## src/rtl/sudt_pkg.sv

```systemverilog
`default_nettype none

package sudt_pkg;

    localparam int CAPACITY = 128;
    localparam int IDX_W    = $clog2(CAPACITY);
    localparam int CNT_W    = $clog2(CAPACITY + 1);
    localparam int VALUE_W  = 32;
    localparam int POS_W    = 7;
    localparam int COUNT_W  = 8;

    typedef enum logic [1:0] {
        ACT_APPEND = 2'd0,
        ACT_INSERT = 2'd1,
        ACT_CLEAR  = 2'd2,
        ACT_NONE   = 2'd3
    } action_t;

    typedef enum logic [1:0] {
        ST_IDLE,
        ST_SCAN,
        ST_OUT
    } state_t;

    // compare stage status from the table to the sequencer
    typedef struct packed {
        logic             vld;
        logic             hit;
        logic [IDX_W-1:0] idx;
    } scan_status_t;

endpackage

`default_nettype wire

```

## src/rtl/sudt_table.sv

```systemverilog
`default_nettype none

module sudt_table (
    input  wire logic                         clk,
    input  wire logic                         rst_n,
    input  wire logic                         wr_en,
    input  wire logic [sudt_pkg::IDX_W-1:0]   wr_addr,
    input  wire logic [sudt_pkg::VALUE_W-1:0] wr_data,
    input  wire logic                         rd_en,
    input  wire logic [sudt_pkg::IDX_W-1:0]   rd_addr,
    input  wire logic [sudt_pkg::VALUE_W-1:0] key,
    output sudt_pkg::scan_status_t            status
);
    import sudt_pkg::*;

    logic [VALUE_W-1:0] mem [CAPACITY];
    logic [VALUE_W-1:0] rd_data_reg;
    logic [IDX_W-1:0]   rd_idx_reg;
    logic               rd_vld_reg;

    always_ff @(posedge clk)
    begin
        if (wr_en)
        begin
            mem[wr_addr] <= wr_data;
        end
        if (rd_en)
        begin
            rd_data_reg <= mem[rd_addr];
            rd_idx_reg  <= rd_addr;
        end
    end

    always_ff @(posedge clk or negedge rst_n)
    begin
        if (!rst_n)
        begin
            rd_vld_reg <= 1'b0;
        end
        else
        begin
            rd_vld_reg <= rd_en;
        end
    end

    // single shared 32-bit comparator, one entry per cycle
    always_comb
    begin
        status.vld = rd_vld_reg;
        status.hit = rd_vld_reg && (rd_data_reg == key);
        status.idx = rd_idx_reg;
    end

endmodule

`default_nettype wire

```

## src/rtl/set_union_dedup_table.sv

```systemverilog
// Channel  | Handshake           | Beat fields
// req      | req_valid/req_stall | action, value
// rsp      | rsp_valid/rsp_stall | added, position, count, full_res
//
// Append, clear and unused actions: rsp_valid in the cycle after accept.
// Insert-if-absent: one table read per cycle through a single comparator, from index 0
// up to a match or the last stored entry; a value without a match is then appended if room remains.
// req_stall is high from accept until the rsp beat is taken.
// Reset clears the entry count; table contents need no clearing.
`default_nettype none

module set_union_dedup_table (
    input  wire logic                         clk,
    input  wire logic                         rst_n,
    input  wire logic                         req_valid,
    output logic                              req_stall,
    input  wire logic [1:0]                   action,
    input  wire logic signed [sudt_pkg::VALUE_W-1:0] value,
    output logic                              rsp_valid,
    input  wire logic                         rsp_stall,
    output logic                              added,
    output logic [sudt_pkg::POS_W-1:0]        position,
    output logic [sudt_pkg::COUNT_W-1:0]      count,
    output logic                              full_res
);
    import sudt_pkg::*;

    state_t             state_reg, state_next;
    logic [CNT_W-1:0]   cnt_reg, cnt_next;
    logic [CNT_W-1:0]   rd_idx_reg, rd_idx_next;
    logic [VALUE_W-1:0] value_reg, value_next;
    logic               added_reg, added_next;
    logic [IDX_W-1:0]   pos_reg, pos_next;
    logic               full_reg, full_next;

    logic               accept;
    logic               rd_more;
    logic               do_append;
    logic               wr_en;
    logic [VALUE_W-1:0] wr_data;
    scan_status_t       scan;

    assign accept  = req_valid && (state_reg == ST_IDLE);
    assign rd_more = (rd_idx_reg < cnt_reg);

    sudt_table u_table (
        .clk     (clk),
        .rst_n   (rst_n),
        .wr_en   (wr_en),
        .wr_addr (cnt_reg[IDX_W-1:0]),
        .wr_data (wr_data),
        .rd_en   ((state_reg == ST_SCAN) && rd_more),
        .rd_addr (rd_idx_reg[IDX_W-1:0]),
        .key     (value_reg),
        .status  (scan)
    );

    always_comb
    begin
        state_next = state_reg;
        case (state_reg)
            ST_IDLE:
            begin
                if (accept)
                begin
                    state_next = (action_t'(action) == ACT_INSERT) ? ST_SCAN : ST_OUT;
                end
            end
            ST_SCAN:
            begin
                if (scan.hit || (!rd_more && !scan.vld))
                begin
                    state_next = ST_OUT;
                end
            end
            ST_OUT:
            begin
                if (!rsp_stall)
                begin
                    state_next = ST_IDLE;
                end
            end
            default:
            begin
                state_next = ST_IDLE;
            end
        endcase
    end

    always_comb
    begin
        cnt_next    = cnt_reg;
        rd_idx_next = rd_idx_reg;
        value_next  = value_reg;
        added_next  = added_reg;
        pos_next    = pos_reg;
        full_next   = full_reg;
        do_append   = 1'b0;
        wr_en       = 1'b0;
        wr_data     = (state_reg == ST_IDLE) ? value : value_reg;

        case (state_reg)
            ST_IDLE:
            begin
                if (accept)
                begin
                    value_next  = value;
                    rd_idx_next = '0;
                    added_next  = 1'b0;
                    pos_next    = '0;
                    full_next   = 1'b0;
                    case (action_t'(action))
                        ACT_APPEND: do_append = 1'b1;
                        ACT_CLEAR:  cnt_next  = '0;
                        default:    ;
                    endcase
                end
            end
            ST_SCAN:
            begin
                if (rd_more)
                begin
                    rd_idx_next = rd_idx_reg + 1'b1;
                end
                if (scan.hit)
                begin
                    pos_next = scan.idx;
                end
                else if (!rd_more && !scan.vld)
                begin
                    do_append = 1'b1;
                end
            end
            default:
            begin
            end
        endcase

        if (do_append)
        begin
            if (cnt_reg == CNT_W'(CAPACITY))
            begin
                added_next = 1'b0;
                pos_next   = '0;
                full_next  = 1'b1;
            end
            else
            begin
                wr_en      = 1'b1;
                cnt_next   = cnt_reg + 1'b1;
                added_next = 1'b1;
                pos_next   = cnt_reg[IDX_W-1:0];
                full_next  = 1'b0;
            end
        end
    end

    always_ff @(posedge clk or negedge rst_n)
    begin
        if (!rst_n)
        begin
            state_reg <= ST_IDLE;
            cnt_reg   <= '0;
        end
        else
        begin
            state_reg <= state_next;
            cnt_reg   <= cnt_next;
        end
    end

    always_ff @(posedge clk)
    begin
        rd_idx_reg <= rd_idx_next;
        value_reg  <= value_next;
        added_reg  <= added_next;
        pos_reg    <= pos_next;
        full_reg   <= full_next;
    end

    assign req_stall = (state_reg != ST_IDLE);
    assign rsp_valid = (state_reg == ST_OUT);
    assign added     = added_reg;
    assign position  = POS_W'(pos_reg);
    assign count     = COUNT_W'(cnt_reg);
    assign full_res  = full_reg;

endmodule

`default_nettype wire

```

## config.mk

```make
export PLATFORM = sky130hd
export DESIGN_NAME = set_union_dedup_table
export DESIGN_NICKNAME = d
export VERILOG_FILES = /design/src/rtl/sudt_pkg.sv /design/src/rtl/sudt_table.sv /design/src/rtl/set_union_dedup_table.sv
export SDC_FILE = /design/constraint.sdc
export NUM_CORES = 2
export LEC_CHECK = 0
export ABC_CLOCK_PERIOD_IN_PS = 4800
export BUFFER_PORTS_ARGS = -buffer_cell sky130_fd_sc_hd__buf_2
export CAP_MARGIN = 15
export CORE_MARGIN = 4
export CORE_UTILIZATION = 34
export DETAILED_ROUTE_END_ITERATION = 6
export SLEW_MARGIN = 25
export SYNTH_ARGS = -nofsm -noshare
export SYNTH_HDL_FRONTEND = slang
export SYNTH_SLANG_ARGS = --single-unit
```

## constraint.sdc

```tcl
create_clock -name clk -period 4.8 [get_ports clk]
set_input_delay 0.48 -clock clk [delete_from_list [all_inputs] [get_ports clk]]
set_output_delay 0.48 -clock clk [all_outputs]
set_load 0.005 [all_outputs]
```

After elaboration in Yosys (flattened, before gate mapping)
Memory sizes are Yosys's and may differ from the RTL's. A register that Yosys moved wholly into a read port is not among the register bits.
Cells that the tools add are included.
- $lt $le $gt $ge: 1
- reductions and logical operators: 19
- multiplexer cells: 33
- eq/ne operators: 12
- add/subtract/negate cells: 2
- operators with widths (cell ; number):
    $mux W8 ; 7
    $eq A32 B32 Y1 ; 1
    $mux W32 ; 1
    $mux W7 ; 4
    $add A8 B1 Y8 const B ; 2
    $pmux W8 S2 ; 1
    $pmux W7 S2 ; 1
    $mux W1 ; 13
    $reduce_and A3 Y1 ; 3
    $eq A8 B8 Y1 const B ; 1
    $lt A8 B8 Y1 ; 1
    $mux W2 ; 4
    $reduce_bool A2 Y1 ; 4
    $ne A2 B2 Y1 const B ; 3
    $ne A3 B3 Y1 const B ; 2
    $pmux W2 S3 ; 1
    $eq A2 B1 Y1 const B ; 2
    $eq A2 B2 Y1 const B ; 2
    $logic_and A1 B1 Y1 ; 4
    $logic_not A2 Y1 ; 2
    $reduce_and A2 Y1 ; 2
    $reduce_bool A3 Y1 ; 1
    $logic_not A1 Y1 ; 2
    $ne A2 B1 Y1 const B ; 1
    other kinds (2) ; 2
- bits in registers: 67
- bits in writable memories: 4096
- memories kept: 1
- output and inout port bits: 19
- memory list (memory ; words ; bits a word ; rd ports ; clocked after Yosys merged registers in ; wr ports ; RTL line ; RTL):
    u_table.mem ; 128 ; 32 ; 1 ; 1 ; 1 ; sudt_table.sv:16 ; logic [VALUE_W-1:0] mem [CAPACITY];

Logic depth before layout (Yosys ltp)
- depth after elaboration: 9
- mapped depth: 14
- mapped depth without buffers: 10

Hierarchy
Synthesis repeated with hierarchy kept, for this count alone.
- cell total of the unflattened synthesis: 6278
- area, all modules: 160169.9 sq um
- by module, submodules not included (module ; area each (sq um) ; instances ; cells an instance):
    sudt_table ; 157200.8 ; 1 ; 6044
    set_union_dedup_table ; 2969.1 ; 1 ; 234

Worst setup path before layout
No wires, ideal clock.
- path type: register to register
- start: register cnt_reg[2], in the netlist count[2]
- end: memory u_table.mem[0][0], enable pin
- period minus slack after synthesis: 5.162 ns
- required time: 4.339 ns
- setup slack: -0.362 ns
- arrival time: 4.701 ns
- library setup time: 0.461 ns
- cell stages (with the launch flop): 13
- cell sequence: dfrtp_1 > clkbuf_1 > inv_1 > ha_1 > nand2_1 > o21a_1 > o21ai_0 > a31o_2 > buf_2 > nand2_1 > buf_2 > clkbuf_1 > nor3_1
- longest elaborated chain between the ends: 9
- elaborated cells on any way between the ends: 11
- classes of those cells: order compare (1); eq/ne (1); mux (7); reduce/logical (2)
- RTL lines (element ; RTL line ; RTL):
    start, declared ; set_union_dedup_table.sv:29 ; logic [CNT_W-1:0] cnt_reg, cnt_next;
    start signal, assigned ; set_union_dedup_table.sv:168 ; cnt_reg <= cnt_next;
    $lt A8 B8 Y1 ; set_union_dedup_table.sv:44 ; assign rd_more = (rd_idx_reg < cnt_reg);
    $logic_not A1 Y1 ; set_union_dedup_table.sv:129 ; else if (!rd_more && !scan.vld)
    $logic_and A1 B1 Y1 ; set_union_dedup_table.sv:129 ;
    $mux W1 ; set_union_dedup_table.sv:129 ;
    $mux W1 ; set_union_dedup_table.sv:125 ; if (scan.hit)
    $pmux W1 S2 ; set_union_dedup_table.sv:102 ; case (state_reg)
    $mux W1 ; set_union_dedup_table.sv:139 ; if (do_append)
    $mux W1 ; sudt_table.sv:23 ; if (wr_en)
    $mux W1 (implied by the code) ; sudt_table.sv:25 ; mem[wr_addr] <= wr_data;
    end, declared ; sudt_table.sv:16 ;
Parallel ways exist; a longest one is shown, timed or not.

Worst setup path in the final report
- start: register rd_idx_reg[0]
- end: register u_table.rd_data_reg[19] (read register of u_table.mem), data pin
- longest elaborated chain between the ends: 2
- RTL lines (element ; RTL line ; RTL):
    start, declared ; set_union_dedup_table.sv:30 ; logic [CNT_W-1:0] rd_idx_reg, rd_idx_next;
    start signal, assigned ; set_union_dedup_table.sv:174 ; rd_idx_reg <= rd_idx_next;
    $lt A8 B8 Y1 ; set_union_dedup_table.sv:44 ;
    $logic_and A1 B1 Y1 ; set_union_dedup_table.sv:52 ; .rd_en ((state_reg == ST_SCAN) && rd_more),
    end, declared ; sudt_table.sv:17 ; logic [VALUE_W-1:0] rd_data_reg;
Parallel ways exist; a longest one is shown, timed or not.
A chain may end at the register's enable or synchronous reset.

==> impl_metrics.toml <==
[logic_synthesis]
syn_area_um2 = 162100
syn-num-nets = 7232
ys.flop_type = "edfxtp_1"
synth_top_family_by_area = "multiplexers"
netlist_top_cells_area = "edfxtp_1 (77%), mux4_2 (14%), mux2i_1 (1.9%), mux2_2 (0.76%), buf_2 (0.42%)"
ys_ff_latch = 4195
async_flop_share = 0.002622
muxShareOfSynthArea = 0.1690
synth_compound_area_frac = 0.02218
synthAdderAreaFrac = 0.0007716
synth.distinct_cells = 73
yosysWarnings = 0
synth_cells = 7184
yosys.area.top_type = "edfxtp_1"
seq_area_frac_synth = 0.7765
yosys.area_share.simple = 0.01512
synth_xor_area_frac = 0.002053
syn_avg_cell_area_um2 = 22.57
synth-edff-count = 4184
synth_top_area_frac = 0.7748

[timing]
rsz0062_at_grt = "no"
drv_slew = 0
setup_violations = 0
slew_headroom = 0.2226
finalCriticalPeriod_ps = 4514
layout_setup_ws_ps = 286.3
fmax_ghz = 0.2215
post-route-period-util = 0.9404
worst_pin_slew_ps = 1166
hold_viol_final = 0
finClkSkew_ps = 99.09

[global_routing]
grt_pass1_vias = 79880
globalRouteOverflowTotal = 0
grt_first_pass_wirelength_um = 653600
antenna_found_initial = 35
grt_max_degree = 129
grt.total_usage = 0.1889

[power_and_ir_drop]
vdd_ir_drop_max_uv = 374.9
power_leakage_nw = 58.49
power_mw = 91.08
power_density_nw_per_um2 = 484.9

[detailed_routing]
first_pass_iters = 7
drc = 1
drtAntennaViolNets = 1
drt-total-wl_um = 473200
vias = 80950
wl_per_cell_um = 32.90
drt_iter0_drc = 12190
via_per_inst = 5.629

[setup_path]
cp.arrival_ps = 5200
r2r-start = "rd_idx_reg[0]"
crit_path_end_kind = "flip-flop"
path_max_fanout = 14
timing.rr.end = "u_table.rd_data_reg[19]"
required_ps = 5490
critical_path_class = "reg -> reg"
reg2reg_slack_ps = 290
start_kind = "flip-flop"
ff2ff_path_depth = 11

[placement]
gp_congestion = 0.8736
post-place-ws_ps = 324.0
hpwlAfterDp_um = 275500
port_buffers = 56
post-place-cells = 13560
placed_area_um2 = 173900

[run_status]
violations = "antenna rules, DRC"
status = "complete, but fails checks"

[cells_and_area]
syn_to_final_growth_pct = 15.85
seqCellArea_um2 = 125900
drive_above_1_share = 0.2943
fin_cells = 14380
final_cell_area_um2 = 187800
multi_input_comb_area_um2 = 35310
layout.nets = 7817
fin_util = 0.3956
largest_reg_flops = 4096
n_fill_cell = 41450

[clocking]
clockBufferDepth = 4
h-tree-depth = 5
cts_buffers = 419
clock-root-buffer = "clkbuf_16"
clock-sinks = 4195
clk_latency_ps = 1010
path_clk_slew_ps = 70
post_cts_resized = 0
cts_tree = "done"

[die]
ios = 57
initial_core_util = 0.3415
die_w_um = 698.6
die_area_um2 = 488000
num_rows = 253
core_area_um2 = 474800
die_y_um = 698.6

[job]
cap_viol_max_count = 0

[hold_path]
hp-class = "in -> async"
## cell families (layout without fill, tap and decap cells)
kind of cell,after synthesis,count (layout)
adder cells (fa/ha/maj),10,10
multiplexers,1445,1445
AO/OA/AOI/OAI,544,544
buffers and inverters,414,1343
other,0,21
XOR/XNOR,38,38
flip-flops,4195,4195
AND/OR/NAND/NOR,538,538
## synthesized netlist by cell type, types with 44 or more instances
master / number
mux2_2: 109
mux2i_1: 313
buf_4: 62
a211oi_1: 78
buf_2: 136
a21oi_1: 131
clkbuf_1: 125
mux4_2: 1023
nor2_1: 143
edfxtp_1: 4184
and2_1: 47
a22oi_1: 51
o21ai_0: 103
nand3_1: 44
nor3_1: 81
nand2_1: 163
## per-layer routing
layer	global-route usage	routed length [um]	share of wire
met3	0.03963	47600	0.10
met4	0.07709	23290	0.049
met2	0.3003	223700	0.47
met5	0	36	0.000076
met1	0.2537	178500	0.38
## how the worst max path moves through the flow
| stage | start | end | cells past startpoint |
|---|---|---|---|
| 2_1_floorplan | count[2] | u_table.mem[0][0] | 12 |
| 3_3_place_gp | rd_idx_reg[0] | u_table.rd_data_reg[19] | 11 |
| 3_5_place_dp | rd_idx_reg[0] | u_table.rd_data_reg[19] | 11 |
| 4_1_cts | rd_idx_reg[0] | u_table.rd_data_reg[9] | 8 |
| 5_1_grt | rd_idx_reg[0] | u_table.rd_data_reg[9] | 8 |
| 6_report | rd_idx_reg[0] | u_table.rd_data_reg[19] | 11 |
## cell usage in the layout, fill, tap and decap left out, types with 77 or more instances in the layout
cell type,Yosys,final
clkbuf_1,125,91
mux2i_1,313,313
a211oi_1,78,77
mux4_2,1023,1023
o21ai_0,103,101
nand2_1,163,161
clkinv_1,2,97
edfxtp_1,4184,4184
a21oi_1,131,127
buf_12,2,81
buf_4,62,384
mux2_2,109,77
clkbuf_16,0,420
## power breakdown
part	switching, mW	internal, mW
clock network	14.0	18.4
registers	0.173	43.1
logic	10.6	4.84
total	24.7	66.4
## through the flow
stage | hold slack [ps] | setup TNS, ps
2_1_floorplan | 184.4 | -115390
3_3_place_gp | 387.4 | 0
3_5_place_dp | 387.8 | 0
4_1_cts | 16.87 | 0
5_1_grt | 45.04 | 0
6_report | 77.65 | 0
## critical path, stage by stage, from the launching register on
cell and delay [ps]:
edfxtp_1 830, buf_12 270, buf_4 210, buf_4 290, mux4_2 530, mux2i_1 230
nor2_1 110, a2111oi_1 830, o21ai_0 430, buf_4 250, o221ai_1 100, mux2i_1 120
## repair_timing
| action | 4_1_cts | 5_1_grt |
|---|---|---|
| hold endpoints to repair | 45 | 0 |
| hold buffers | 36 | 0 |
| buffers inserted | 0 | 0 |
## layout make-up
cell class | count | share of cell area
Clock inverter | 251 | 0.01380
Multi-Input combinational cell | 2575 | 0.1880
Timing Repair Buffer | 559 | 0.02756
Clock buffer | 514 | 0.05799
Antenna cell | 21 | 0.0002798
Tap cell | 6247 | 0.04161
Sequential cell | 4195 | 0.6703
Inverter | 19 | 0.0004596
Note: power is estimated with default switching activity, not from simulation.
